===== src/sv/fee_pkg.sv =====
// ============================================================================
// fee_pkg
// Shared types, codes and constants of the two-page flash EEPROM emulation.
// ============================================================================
`default_nettype none

package fee_pkg;

    localparam int PAGE_SLOTS_DEF  = 256;
    localparam int TABLE_DEPTH_DEF = 16;

    localparam int CFG_IDX_W   = 2;
    localparam int CFG_DATA_W  = 9;
    localparam int SLOTS_CFG_W = 9;
    localparam int VAR_CFG_W   = 5;

    localparam logic [CFG_IDX_W-1:0] CFG_SLOTS_IN_USE = 2'd0;
    localparam logic [CFG_IDX_W-1:0] CFG_VAR_COUNT    = 2'd1;

    localparam logic [15:0] HDR_ERASED  = 16'hFFFF;
    localparam logic [15:0] HDR_RECEIVE = 16'hEEEE;
    localparam logic [15:0] HDR_VALID   = 16'h0000;
    localparam logic [31:0] SLOT_ERASED = 32'hFFFF_FFFF;

    typedef enum logic [1:0] {
        KIND_READ  = 2'd0,
        KIND_WRITE = 2'd1,
        KIND_LOAD  = 2'd2,
        KIND_NONE  = 2'd3
    } t_kind;

    typedef enum logic [1:0] {
        STAT_OK        = 2'd0,
        STAT_NOT_FOUND = 2'd1,
        STAT_FULL      = 2'd2,
        STAT_NO_PAGE   = 2'd3
    } t_status;

    // Answer of the slot scanner, valid for the single cycle that done is high.
    typedef struct packed {
        logic        done;
        logic        found;
        logic [15:0] data;
    } t_scan_rsp;

endpackage

`default_nettype wire


===== src/sv/fee_scan.sv =====
// ============================================================================
// fee_scan
// Slot scanner: walks one page from its last used slot down to slot 1 and
// reports the newest slot whose virtual address matches.
// ============================================================================
`default_nettype none

module fee_scan #(
    parameter int PAGE_SLOTS = fee_pkg::PAGE_SLOTS_DEF
) (
    input  wire logic                          i_clk,
    input  wire logic                          i_rst_n,
    input  wire logic                          i_start,
    input  wire logic                          i_page,
    input  wire logic [15:0]                   i_addr,
    input  wire logic [$clog2(PAGE_SLOTS):0]   i_used,
    input  wire logic [$clog2(PAGE_SLOTS):0]   i_fill,
    output logic                               o_rd_en,
    output logic      [$clog2(PAGE_SLOTS):0]   o_rd_addr,
    input  wire logic [31:0]                   i_rd_data,
    output fee_pkg::t_scan_rsp                 o_rsp
);
    import fee_pkg::*;

    localparam int SW = $clog2(PAGE_SLOTS);
    localparam int NW = SW + 1;

    typedef enum logic [1:0] {
        SC_IDLE = 2'b01,
        SC_RUN  = 2'b10
    } t_sc_state;

    t_sc_state         r_state, n_state;
    logic              r_page, n_page;
    logic [15:0]       r_addr, n_addr;
    logic [NW-1:0]     r_fill, n_fill;
    logic [SW-1:0]     r_slot, n_slot;
    logic [SW-1:0]     r_pslot, n_pslot;
    logic              r_pend, n_pend;
    logic [31:0]       w_word;
    logic              w_hit;

    // Slots at or above the fill mark were never written since the last erase.
    assign w_word = ({1'b0, r_pslot} >= r_fill) ? SLOT_ERASED : i_rd_data;
    assign w_hit  = r_pend && (w_word[31:16] == r_addr);

    always_comb begin
        n_state   = r_state;
        n_page    = r_page;
        n_addr    = r_addr;
        n_fill    = r_fill;
        n_slot    = r_slot;
        n_pslot   = r_pslot;
        n_pend    = r_pend;
        o_rd_en   = 1'b0;
        o_rd_addr = {r_page, r_slot};
        o_rsp     = '0;
        case (r_state)
            SC_IDLE: begin
                if (i_start) begin
                    n_state = SC_RUN;
                    n_page  = i_page;
                    n_addr  = i_addr;
                    n_fill  = i_fill;
                    n_slot  = SW'(i_used - NW'(1));
                    n_pend  = 1'b0;
                end
            end
            SC_RUN: begin
                if (w_hit) begin
                    o_rsp.done  = 1'b1;
                    o_rsp.found = 1'b1;
                    o_rsp.data  = w_word[15:0];
                    n_state     = SC_IDLE;
                    n_pend      = 1'b0;
                end else if (r_pend && (r_pslot == SW'(1))) begin
                    o_rsp.done = 1'b1;
                    n_state    = SC_IDLE;
                    n_pend     = 1'b0;
                end else begin
                    // Read the next slot down while the current one is compared.
                    o_rd_en = 1'b1;
                    n_pslot = r_slot;
                    n_pend  = 1'b1;
                    n_slot  = r_slot - SW'(1);
                end
            end
            default: begin
                n_state = SC_IDLE;
                n_pend  = 1'b0;
            end
        endcase
    end

    always_ff @(posedge i_clk) begin
        if (!i_rst_n) begin
            r_state <= SC_IDLE;
            r_pend  <= 1'b0;
        end else begin
            r_state <= n_state;
            r_pend  <= n_pend;
        end
    end

    always_ff @(posedge i_clk) begin
        r_page  <= n_page;
        r_addr  <= n_addr;
        r_fill  <= n_fill;
        r_slot  <= n_slot;
        r_pslot <= n_pslot;
    end

`ifndef SYNTHESIS
    a_found_done: assert property (@(posedge i_clk) disable iff (!i_rst_n)
        o_rsp.found |-> o_rsp.done)
        else $error("scan found without done");
    a_done_pulse: assert property (@(posedge i_clk) disable iff (!i_rst_n)
        o_rsp.done |=> !o_rsp.done)
        else $error("scan done held for two cycles");
    a_no_header: assert property (@(posedge i_clk) disable iff (!i_rst_n)
        (r_state == SC_RUN && r_pend) |-> (r_pslot != '0))
        else $error("scan reached the header slot");
`endif
endmodule

`default_nettype wire


===== config.mk =====
export PLATFORM = sky130hd
export DESIGN_NAME = fee_scan
export DESIGN_NICKNAME = d
export VERILOG_FILES = /design/src/sv/fee_pkg.sv /design/src/sv/fee_scan.sv
export SDC_FILE = /design/constraint.sdc
export NUM_CORES = 1
export LEC_CHECK = 0
export ABC_AREA = 1
export BUFFER_PORTS_ARGS = -buffer_cell sky130_fd_sc_hd__buf_4
export CORE_MARGIN = 3
export CORE_UTILIZATION = 47
export DETAILED_ROUTE_END_ITERATION = 7
export PLACE_DENSITY = 0.86
export SYNTH_ARGS = -nofsm -noshare
export SYNTH_HDL_FRONTEND = slang
export SYNTH_SLANG_ARGS = --single-unit

===== constraint.sdc =====
create_clock -name i_clk -period 3.26 [get_ports i_clk]
set_clock_uncertainty 0.15 [all_clocks]
set_input_delay 0.652 -clock i_clk [delete_from_list [all_inputs] [get_ports i_clk]]
set_output_delay 0.652 -clock i_clk [all_outputs]
set_load 0.1 [all_outputs]

==> results of run 1 <==
## final cells by class
class | count | area share
clock buffers | 6 | 0.0165
repair buffers | 125 | 0.284
flip-flops and latches | 45 | 0.300
clock inverters | 1 | 0.000853
multi-input cells | 208 | 0.327
inverters | 59 | 0.0509
well taps | 72 | 0.0205
## layout by cell type (no fill, tap or decap), drive strengths merged
| cell | instances |
|---|---|
| a21oi | 3 |
| and3 | 1 |
| buf | 123 |
| clkbuf | 8 |
| clkinv | 1 |
| dfxtp | 3 |
| edfxtp | 42 |
| ha | 9 |
| inv | 59 |
| mux2i | 5 |
| nand2 | 68 |
| nand3 | 19 |
| nand3b | 1 |
| nand4 | 20 |
| nor2 | 60 |
| nor3 | 2 |
| nor3b | 2 |
| o21ai | 7 |
| o21bai | 2 |
| or2 | 3 |
| xnor2 | 3 |
| xor2 | 3 |
## synthesized netlist by cell type (all sizes together) (3+ instances only)
master and n:
nand2 68, inv 59, nor2 57, edfxtp 42, nand4 20, nand3 19
ha 9, buf 8, o21ai 7, mux2i 5, a21oi 3, dfxtp 3
or2 3, xnor2 3, xor2 3
## cell families after synthesis
| family | share of synthesized area |
|---|---|
| AND/OR/NAND/NOR | 0.327 |
| buffers and inverters | 0.107 |
| flip-flops | 0.466 |
| AO/OA/AOI/OAI | 0.0230 |
| adder cells (fa/ha/maj) | 0.0398 |
| XOR/XNOR | 0.0186 |
| multiplexers | 0.0177 |
## report_power, final
part	internal, mW	switching [mW]
Sequential	0.679	0.0238
Combinational	0.155	0.248
Clock	0.145	0.183
Total	0.979	0.455
## worst register-to-register path, stage by stage (launching register included)
cell	delay, ns
edfxtp_1	0.46
ha_4	0.31
nand2_4	0.05
nor2_4	0.11
nand2_2	0.07
nor2_4	0.18
buf_6	0.16
nor2_4	0.06
buf_4	0.13
nand4_1	0.06
nand2_1	0.07
nand3_1	0.10
nor2_1	0.05
nand3_1	0.12
nand2_2	0.09
buf_4	0.14
buf_4	0.12
buf_4	0.12
buf_4	0.12
buf_4	0.15
nand2_8	0.09
## metrics by stage
step,setup TNS [ns],total power [mW],cell area [sq um],setup slack (ns),utilization
after CTS,-6.34,1.40,4220,-0.375,0.744
after global routing,-12.35,1.50,4400,-0.676,0.776
after detailed placement,-3.32,1.07,3750,-0.201,0.660
after floorplan,-2.52,0.943,2890,-0.229,-
final,-8.50,1.43,4400,-0.495,0.776
after global placement,-2.15,1.05,3750,-0.138,0.660
## registers in the layout, summed over array words and instances (netlist names)
name / count
r_addr: 16
r_pend: 1
r_fill: 9
r_page: 1
r_pslot: 8
r_state: 2
r_slot: 8
## what timing repair did
action | CTS | global route
pin swaps | 8 | 5
gates cloned | 3 | 2
setup endpoints to repair | 19 | 28
resized for setup | 73 | 20
setup buffers | 9 | 4
## worst paths after layout
path                endpoint  slack [ns]        from  cells past startpoint
setup / recovery   o_rsp[12]       -0.49  r_pslot[5]                     15
hold / removal    r_pslot[5]        0.35   r_slot[5]                      0
hold reg to reg   r_pslot[5]        0.35   r_slot[5]                      0
setup reg to reg   r_slot[7]        0.09  r_pslot[3]                     20
## per-layer routing
metal  GRT usage  vias up
met2       0.389      133
met1       0.270     1287
li1            -     1281
met4      0.0702        0
met5           0        -
met3      0.0326       22
==> summary.txt, run 1 <==
Floorplanning
  • CORE AREA: 0.00568 sq mm
  • Die height: roughly 84 um
  • Row count: 27
  • Die area: between 0.006 and 0.007 sq mm
  • Die Wd: between 80 and 90 um
  • Io pins: between 90 and 100
  • Initial Util: 0.499

Drt
  • Wire length on met2: roughly 4300 um
  • Drt total wl: 8240 um
  • Drt first pass iters: 6
  • Met1 wire length: approximately 3100 um
  • Post-DRT Antenna Nets: 0
  • Initial DRC count: roughly 190
  • Via count: around 2,700
  • DR WL/cell: around 16 um
  • Via-per-instance ratio: approximately 5.3
  • Wire length on met3: 607 um
  • DR DRC count: 0
  • Max layer used: met4

Yosys
  • Synth area leaders: edfxtp_1, nand2_1, inv_1, nor2_1, nor2_4
  • Synth area leader: edfxtp_1
  • Mean cell area of the mapped netlist: around 8.9 sq um
  • Cells after Synth: 318
  • Post-synthesis sequential area ratio: 0.466
  • Mapped Area: around 0.0028 sq mm
  • Unique masters post-synth: 33
  • Syn_nets: a little under 400
  • Main flop type after synthesis: edfxtp_1
  • Flip-flop and latch count after synthesis: between 40 and 50
  • Post-synth EDFFs: between 40 and 50
  • Async set-reset flop share out of synthesis: 0
  • Ys Warns: 0
  • Synth top area share: 0.445

Run
  • Max-Cap Viols: 0

Clock network
  • Root Driver: clkbuf_8
  • CTS tree: built
  • CTS max path bufs: 2
  • Hold buffers post-CTS: 0
  • Clk_lat worst skew: 0.30 ns
  • Clk slew on worst S/H paths: around 0.08 ns
  • # H-tree levels: 2
  • CTS Sinks: 45
  • Num CTS Buffers: 5

Setup path
  • Critical path cell sequence: ha_1 -> nand4_1 -> nor2_4 -> buf_6 -> nor2_4 -> nand3_1 -> nand2_1 -> nand2_1 -> nor2_1 -> nand2_1 -> nor2_4 -> nand4_4 -> clkbuf_16 -> nor2_4 -> buf_12
  • CP delay by family, top: simple AND/OR/NAND/NOR gates
  • Buf+Inv Stages, Crit Path: 3
  • CP peak stage delay: roughly 0.42 ns
  • Critical Path RT: roughly 2.5 ns
  • CP arrival: roughly 3 ns
  • Type of origin of the critical path: flop
  • Slowest-stage cell, CP: edfxtp_1
  • Critical path's most frequent cell: nor2_4
  • Crit path kind: reg2out
  • Max Fanout on Critical Path: 5
  • Crit. End Element: output port

Placement
  • Input/output buffers: 96
  • Placer Congestion: around 0.85
  • Post-DP HPWL: approximately 5400 um
  • Dpl cells: about 490

Layout
  • FILL cells: between 300 and 400
  • Multi-input logic area: 0.00144 sq mm
  • Fraction of layout cells with a size suffix above 1: 0.435
  • Filler-free cell count of the finished design: 516
  • # diodes: 0
  • Layout net count: 523
  • Register Area: 0.00132 sq mm
  • Layout area overhead: 55.4%

Timing
  • Final Hold Slack: ~0.35 ns
  • Max Fclk: approximately 0.27 GHz
  • Slew HR: 0.694
  • Hold Fails Final Rpt: 0
  • Final Max Slew Viols: 0
  • Setup slack after layout: -0.495 ns
  • Final Critical Period: between 3 and 4 ns
  • Worst slew pin tran: between 0.4 and 0.5 ns
  • RSZ-0062 raised after global routing: yes
  • Final Cycle Share: 1.15
  • Setup Viol. Count Final: 19

Pwr
  • Pwr dens: between 300 and 400 mW/mm^2
  • Worst IR Drop VDD: roughly 0.28 mV
  • Leakage: roughly 2.0 nW

Global route
  • Vias in the first global route: 2,656
  • Global-route wire length before repair: between 10,000 and 15,000 um
  • Largest net degree at the start of global routing: 27
  • Gr ovfl total: 0
  • Initial antenna violation count: 0
  • GRT Util Overall: 0.218

Outcome
  • Violated checks: setup timing
  • Status: complete, but fails checks

Min path
  • Worst Hold Class: reg2reg
(Power assumes the default switching activity.)
==> run 2: changes to the inputs <==
Settings changed: ABC_AREA 1 to default, PLACE_DENSITY 0.86 to 0.87.
==> run 2 against run 1 <==
Effect of this change:
- the flow still finishes with violations (setup timing)
- power up 4.3%
- sequential cell count unchanged
- sequential power up 0.6%
- clock power up 29%
- die area down 6.3%
- non-clock buffer count up 2
- worst setup slack worse by 0.075 ns
- synthesized cell count down 28%
- worst hold slack better by 0.0054 ns
- combinational power down 8.9%
- highest routed layer unchanged
==> summary.txt, run 2 <==
Layout
  • Layout net count: 433 (was 523)
  • Most common cell after layout, fill and taps aside: buf_4 (unchanged)
  • Final Instance Area: 0.00416 sq mm (was 0.00440 sq mm)
  • Flip-flop count of the largest register after layout: 16 (unchanged)
  • Fraction of layout cells with a size suffix above 1: 0.493 (was 0.435)
  • Most frequent cells in the layout: buf_4, edfxtp_1, nor2_1 (was buf_4, nand2_1, inv_1, edfxtp_1, nor2_1)
  • Top flop regs: r_addr: 16 flops, r_fill: 9 flops (unchanged)
  • # diodes: 0 (unchanged)
  • Largest register by flop count: r_addr (unchanged)
  • Layout area overhead: 57.6% (was 55.4%)
  • FILL cells: 311 (was 322)

Yosys
  • Flip-flop and latch count after synthesis: 45 (unchanged)
  • Unique masters post-synth: 50 (was 33)
  • Syn_nets: 309 (was 397)
  • Commonest cells in the synthesized netlist: edfxtp_1, nor2_1, inv_1, nand2_1, nor4_1 (was nand2_1, inv_1, edfxtp_1, nor2_1, nand3_1)
  • Mean cell area of the mapped netlist: 11.5 sq um (was 8.91 sq um)
  • Main flop type after synthesis: edfxtp_1 (unchanged)
  • Ys Warns: 0 (unchanged)
  • Synth area leader: edfxtp_1 (unchanged)
  • Cells after Synth: 230 (was 318)
  • Synth area leaders: edfxtp_1, ha_1, nor4_2, mux2i_1, nor2_1 (was edfxtp_1, nand2_1, inv_1, nor2_1, nor2_4)
  • Synth top area share: 0.478 (was 0.445)
  • Count leader, synth: edfxtp_1 (was nand2_1)
  • Post-synthesis sequential area ratio: 0.500 (was 0.466)
  • Post-synth EDFFs: 42 (unchanged)
  • Async set-reset flop share out of synthesis: 0 (unchanged)
  • Mapped Area: 0.00264 sq mm (was 0.00283 sq mm)

Drt
  • Initial DRC count: 127 (was 186)
  • Drt total wl: 7620 um (was 8240 um)
  • DR DRC count: 0 (unchanged)
  • Post-DRT Antenna Nets: 0 (unchanged)
  • Via count: 2,432 (was 2,723)
  • Drt first pass iters: 4 (was 6)
  • DR WL/cell: 17.9 um (was 16.0 um)
  • Via-per-instance ratio: 5.72 (was 5.28)

Global route
  • Initial antenna violation count: 0 (unchanged)
  • Gr ovfl total: 0 (unchanged)
  • Vias in the first global route: 2,531 (was 2,656)
  • Largest net degree at the start of global routing: 19 (was 27)
  • GRT Util Overall: 0.236 (was 0.218)
  • Global-route wire length before repair: 11,800 um (was 12,400 um)

Pwr
  • Pwr Total: 1.50 mW (was 1.43 mW)
  • Worst IR Drop VDD: 0.304 mV (was 0.278 mV)
  • P_int: 1.06 mW (was 0.979 mW)
  • Reg power frac: 0.472 (was 0.490)
  • Leakage: 1.73 nW (was 2.03 nW)
  • P_sw: 0.435 mW (was 0.455 mW)
  • Clock power frac: 0.282 (was 0.229)
  • Pwr dens: 360 mW/mm^2 (was 326 mW/mm^2)
  • Logic pwr share: 0.245 (was 0.281)
  • Switching portion of total power: 0.291 (was 0.317)

Timing
  • RSZ-0062 raised after global routing: yes (unchanged)
  • Hold Fails Final Rpt: 0 (unchanged)
  • Slew HR: 0.383 (was 0.694)
  • Worst slew pin tran: 0.926 ns (was 0.454 ns)
  • Final Critical Period: 3.83 ns (was 3.75 ns)
  • Setup slack after layout: -0.570 ns (was -0.495 ns)
  • Final Cycle Share: 1.17 (was 1.15)
  • Final Max Slew Viols: 0 (unchanged)
  • Setup TNS Final: -10.14 ns (was -8.50 ns)
  • Max Fclk: 0.261 GHz (was 0.266 GHz)
  • Setup Viol. Count Final: 19 (unchanged)
  • Final Hold Slack: 0.352 ns (was 0.347 ns)

Floorplanning
  • Io pins: 98 (unchanged)
  • Row count: 26 (was 27)
  • CORE AREA: 0.00527 sq mm (was 0.00568 sq mm)
  • Die area: 0.00655 sq mm (was 0.00699 sq mm)
  • Die height: 80.9 um (was 83.6 um)
  • Initial Util: 0.501 (was 0.499)
  • Die Wd: 80.9 um (was 83.6 um)

Clock network
  • Root Driver: clkbuf_8 (unchanged)
  • Num CTS Buffers: 5 (unchanged)
  • Clk_lat worst skew: 0.30 ns (about the same)
  • # H-tree levels: 2 (unchanged)
  • Clk slew on worst S/H paths: 0.09 ns (was 0.08 ns)
  • CTS tree: built (unchanged)
  • CTS Sinks: 45 (unchanged)
  • Hold buffers post-CTS: 0 (unchanged)
  • CTS max path bufs: 2 (unchanged)

Run
  • Max-Cap Viols: 0 (unchanged)

Placement
  • Post-DP HPWL: 5580 um (was 5360 um)
  • Placer Congestion: 0.829 (was 0.850)
  • Placement Cell Area: 0.00386 sq mm (was 0.00375 sq mm)
  • Input/output buffers: 96 (unchanged)

Setup path
  • FF-to-FF Start: r_pslot[6] (was r_pslot[3])
  • Crit path kind: reg2out (unchanged)
  • Reg2Reg Setup Slack: 0.09 ns (about the same)
  • Crit path to: o_rsp[5] (was o_rsp[12])
  • Worst R2R Path Depth: 10 (was 20)
  • Max Fanout on Critical Path: 15 (was 5)
  • Critical Path RT: 2.46 ns (about the same)
  • Crit path from: r_pslot[6] (was r_pslot[5])
  • Reg2reg end: r_slot[2] (was r_slot[7])
  • Crit. End Element: output port (unchanged)
  • CP arrival: 3.03 ns (was 2.95 ns)
  • Type of origin of the critical path: flop (unchanged)

Outcome
  • Violated checks: setup timing (unchanged)
  • Status: complete, but fails checks (unchanged)

Min path
  • Worst Hold Class: reg2reg (unchanged)
run 2: cell types whose count changed in the layout (fill, tap and decap cells not counted), moves of 6 or more:
cell     change
nand2_1     -40
o22ai_1      +8
nor4_4      +17
inv_1       -37
buf_4        +6
nand4_1     -16
nor2_4      -23
buf_12      -15
nand2_2      -9
nor2_1      -11
nand3_1     -14
nor3_1       +6
buf_6       +13
run 2: area by class of cell:
type / instances / area [sq um] / area share
Clock buffer: 6 / 72.6 / 0.0174
Inverter: 18 / 67.6 / 0.0162
Clock inverter: 2 / 38.8 / 0.00932
Tap cell: 70 / 87.6 / 0.0211
Sequential cell: 45 / 1320 / 0.318
Timing Repair Buffer: 127 / 1090 / 0.263
Multi-Input combinational cell: 157 / 1480 / 0.356
run 2: power by group through the flow:
stage	Sequential [mW]	Combinational [mW]	Clock [mW]
5_1_grt	0.712	0.389	0.451
3_5_place_dp	0.718	0.343	0
6_report	0.706	0.367	0.422
4_1_cts	0.705	0.353	0.426
3_3_place_gp	0.714	0.331	0
2_1_floorplan	0.776	0.144	0
run 2: cell families (layout without fill, tap and decap cells):
group                    Yosys count  after routing  synth area share
AO/OA/AOI/OAI                     40             40             0.125
XOR/XNOR                          10             10            0.0332
adder cells (fa/ha/maj)            9              9            0.0427
buffers and inverters             28            153            0.0526
flip-flops                        45             45             0.500
multiplexers                      10             10            0.0379
AND/OR/NAND/NOR                   88             88             0.208
run 2: timing repair:
action | CTS | global route
hold endpoints to repair | 0 | 0
resized for setup | 33 | 8
cloned | 0 | 0
pin swaps | 3 | 3
setup buffers | 1 | 2
setup endpoints to repair | 27 | 27
run 2: critical path, cell delays in order (launching register included):
cell      delay, ns
edfxtp_1       0.47
ha_4           0.26
a211oi_2       0.23
o32ai_2        0.12
a21o_1         0.21
buf_12         0.16
nor4_4         0.21
a311o_1        0.25
nand3_4        0.11
buf_12         0.18
nor4_4         0.25
buf_6          0.27
run 2: worst min-delay path by stage:
stage | endpoint | cells after the start | startpoint | slack, ns
global placement | r_pslot[7] | 0 | r_slot[7] | 0.32
CTS | r_pslot[0] | 0 | r_slot[0] | 0.36
global route | r_addr[7] | 1 | i_addr[7] | 0.36
finish | r_pslot[7] | 0 | r_slot[7] | 0.35
detailed placement | r_pslot[0] | 0 | r_slot[0] | 0.33
floorplan | r_pend | 3 | r_pend | 0.44
run 2: layer usage:
layer | vias to the layer above | GRT usage | part of all wire
met5 | - | 0 | 0
met4 | 0 | 0.0878 | 0.028
met3 | 27 | 0.0421 | 0.077
met2 | 126 | 0.461 | 0.55
met1 | 1163 | 0.247 | 0.35
li1 | 1116 | - | -
run 2: metrics by stage:
| stage | cells | util | setup WS [ns] |
|---|---|---|---|
| 2_1_floorplan | 230 | - | -0.870 |
| 3_5_place_dp | 414 | 0.732 | -0.394 |
| 4_1_cts | 423 | 0.778 | -0.574 |
| 3_3_place_gp | 414 | 0.732 | -0.266 |
| 6_report | 425 | 0.789 | -0.570 |
| 5_1_grt | 425 | 0.789 | -0.691 |
==> run 3: changes to the inputs <==
Settings changed: BUFFER_PORTS_ARGS -buffer_cell sky130_fd_sc_hd__buf_4 to -buffer_cell sky130_fd_sc_hd__buf_2.
==> run 3 against run 2 <==
Effect of this change:
- clock-buffer cell count unchanged
- the flow still finishes with violations (setup timing)
- via count up 0.99%
- final cell count up 1.2%
- routed wire length up 5.0%
- register-to-register slack worse by 0.11 ns
- core utilization up 0.64 points
- highest routed layer unchanged
- sequential power about the same
- first-iteration DRC count up 27%
- worst setup slack worse by 0.071 ns
- worst hold slack worse by 0.011 ns
==> summary.txt, run 3 (synthesis results as in run 2) <==
Outcome
  • Status: complete, but fails checks (unchanged)
  • Violated checks: setup timing (unchanged)

Setup path
  • Reg2Reg Setup Slack: -0.02 ns (was 0.09 ns)
  • Critical path cell sequence: ha_1 -> a21oi_2 -> o32ai_2 -> buf_4 -> a211oi_2 -> o22ai_1 -> or4b_4 -> nand4bb_4 -> o21ai_4 -> buf_12 (was ha_4 -> a211oi_2 -> o32ai_2 -> a21o_1 -> buf_12 -> nor4_4 -> a311o_1 -> nand3_4 -> buf_12 -> nor4_4 -> buf_6)
  • Crit. End Element: output port (unchanged)
  • Crit path kind: reg2out (unchanged)
  • Slowest-stage cell, CP: or4b_4 (was edfxtp_1)
  • Critical Path RT: 2.46 ns (about the same)
  • Max Fanout on Critical Path: 4 (was 15)
  • Type of origin of the critical path: flop (unchanged)
  • CP arrival: 3.10 ns (was 3.03 ns)
  • Worst R2R Path Depth: 10 (unchanged)
  • CP peak stage delay: 0.50 ns (was 0.47 ns)
  • Buf+Inv Stages, Crit Path: 2 (was 3)
  • CP delay by family, top: compound AO/OA/AOI/OAI gates (unchanged)
  • Reg2reg end: r_slot[1] (was r_slot[2])
  • FF-to-FF Start: r_pslot[4] (was r_pslot[6])

Floorplanning
  • Initial Util: 0.501 (unchanged)
  • Io pins: 98 (unchanged)
  • Die height: 80.9 um (unchanged)
  • Die area: 0.00655 sq mm (unchanged)
  • Die Wd: 80.9 um (unchanged)
  • Row count: 26 (unchanged)
  • CORE AREA: 0.00527 sq mm (unchanged)

Clock network
  • CTS tree: built (unchanged)
  • # H-tree levels: 2 (unchanged)
  • CTS Sinks: 45 (unchanged)
  • Clk slew on worst S/H paths: 0.08 ns (was 0.09 ns)
  • Hold buffers post-CTS: 0 (unchanged)
  • Clk_lat worst skew: 0.32 ns (was 0.30 ns)
  • Root Driver: clkbuf_8 (unchanged)
  • Num CTS Buffers: 5 (unchanged)
  • CTS max path bufs: 2 (unchanged)

Timing
  • Final Max Slew Viols: 0 (unchanged)
  • RSZ-0062 raised after global routing: yes (unchanged)
  • Final Critical Period: 3.90 ns (was 3.83 ns)
  • Hold Fails Final Rpt: 0 (unchanged)
  • Max Fclk: 0.256 GHz (was 0.261 GHz)
  • Final Cycle Share: 1.20 (was 1.17)
  • Setup slack after layout: -0.641 ns (was -0.570 ns)
  • Slew HR: 0.385 (was 0.383)
  • Worst slew pin tran: 0.922 ns (was 0.926 ns)
  • Final Hold Slack: 0.342 ns (was 0.352 ns)
  • Setup Viol. Count Final: 27 (was 19)

Min path
  • Hold path startpoint: r_slot[7] (unchanged)
  • WHS Endpoint: r_pslot[7] (unchanged)
  • Worst Hold Class: reg2reg (unchanged)
  • Worst Hold Depth: 0 (unchanged)

Layout
  • Top flop regs: r_addr: 16 flops, r_fill: 9 flops (unchanged)
  • Largest register by flop count: r_addr (unchanged)
  • Layout area overhead: 58.9% (was 57.6%)
  • Most frequent cells in the layout: buf_2, edfxtp_1, buf_4, buf_12, nor2_1 (was buf_4, edfxtp_1, nor2_1)
  • Finished Core Util: 0.796 (was 0.789)
  • Final Instance Area: 0.00419 sq mm (was 0.00416 sq mm)
  • # diodes: 0 (unchanged)
  • Flip-flop count of the largest register after layout: 16 (unchanged)
  • Most common cell after layout, fill and taps aside: buf_2 (was buf_4)
  • Layout net count: 438 (was 433)
  • Fraction of layout cells with a size suffix above 1: 0.517 (was 0.493)

Placement
  • Post-DP HPWL: 5560 um (was 5580 um)
  • Pre-CTS setup slack: -0.303 ns (was -0.394 ns)
  • Placer Congestion: 0.826 (was 0.829)
  • Placement Cell Area: 0.00388 sq mm (was 0.00386 sq mm)
  • Input/output buffers: 96 (unchanged)

Run
  • Max-Cap Viols: 0 (unchanged)

Global route
  • Global-route wire length before repair: 11,400 um (was 11,800 um)
  • GRT Util Overall: 0.228 (was 0.236)
  • Largest net degree at the start of global routing: 19 (unchanged)
  • Vias in the first global route: 2,487 (was 2,531)
  • Initial antenna violation count: 0 (unchanged)
  • Gr ovfl total: 0 (unchanged)

Drt
  • DR DRC count: 0 (unchanged)
  • Via count: 2,456 (was 2,432)
  • DR WL/cell: 18.6 um (was 17.9 um)
  • Initial DRC count: 161 (was 127)
  • Drt total wl: 8000 um (was 7620 um)
  • Drt first pass iters: 4 (unchanged)
  • Post-DRT Antenna Nets: 0 (unchanged)
  • Via-per-instance ratio: 5.71 (was 5.72)

Pwr
  • Leakage: 1.72 nW (was 1.73 nW)
  • Worst IR Drop VDD: 0.341 mV (was 0.304 mV)
  • Pwr dens: 338 mW/mm^2 (was 360 mW/mm^2)
  • Pwr Total: 1.42 mW (was 1.50 mW)
[run 3: changes by cell type in the layout (fill, tap and decap cells not counted), moves of 3 or more]
cell	delta
buf_6	-15
buf_4	-75
o21ai_1	-3
buf_12	+16
buf_2	+77
[run 3: repair_timing]
action                     in CTS  in global routing
pin swaps                       3                 25
setup buffers                   2                  7
cloned                          0                  2
resized for setup              10                 14
setup endpoints to repair      27                 27
[run 3: report_power, final]
part | total (mW) | leakage, nW | switching (mW) | internal [mW]
clock | 0.353 | 0.0374 | 0.202 | 0.151
sequential | 0.707 | 0.421 | 0.0284 | 0.679
combinational | 0.359 | 1.26 | 0.226 | 0.132
total | 1.42 | 1.72 | 0.456 | 0.962
[run 3: per-stage QoR]
stage / cells / setup TNS (ns)
2_1_floorplan: 230 / -13.66
3_3_place_gp: 411 / -3.41
3_5_place_dp: 411 / -5.69
4_1_cts: 421 / -10.47
5_1_grt: 430 / -12.41
6_report: 430 / -10.20
[run 3: worst max path at each step]
stage	start	endpoint	slack (ns)	depth (start not counted)
4_1_cts	r_pslot[6]	o_rsp[1]	-0.58	11
3_5_place_dp	r_pslot[6]	o_rsp[17]	-0.30	10
2_1_floorplan	r_pslot[6]	o_rsp[10]	-0.87	11
5_1_grt	r_pslot[4]	o_rsp[17]	-0.69	10
6_report	r_pslot[4]	o_rsp[17]	-0.64	10
3_3_place_gp	r_pslot[6]	o_rsp[0]	-0.21	11
[run 3: area by class of cell]
type / count / area (sq um)
fillers: 299 / 1080
clock inverters: 2 / 15.0
clock buffers: 6 / 72.6
well taps: 70 / 87.6
multi-input cells: 157 / 1510
repair buffers: 132 / 1120
inverters: 18 / 67.6
flip-flops and latches: 45 / 1320
[run 3: worst register-to-register path, cell delays in order, from the launching register on]
cell	delay, ns
edfxtp_1	0.40
ha_1	0.33
a21oi_2	0.18
o32ai_2	0.12
buf_4	0.19
a211oi_2	0.23
o22ai_1	0.16
or4b_4	0.50
nand4bb_4	0.28
buf_4	0.19
o21a_2	0.30
[run 3: per-layer routing]
layer | share of wire | vias to the layer above | global-route usage
li1 | - | 1126 | -
met1 | 0.37 | 1178 | 0.239
met2 | 0.53 | 122 | 0.433
met3 | 0.070 | 30 | 0.0532
met4 | 0.032 | 0 | 0.0963
met5 | 0 | - | 0
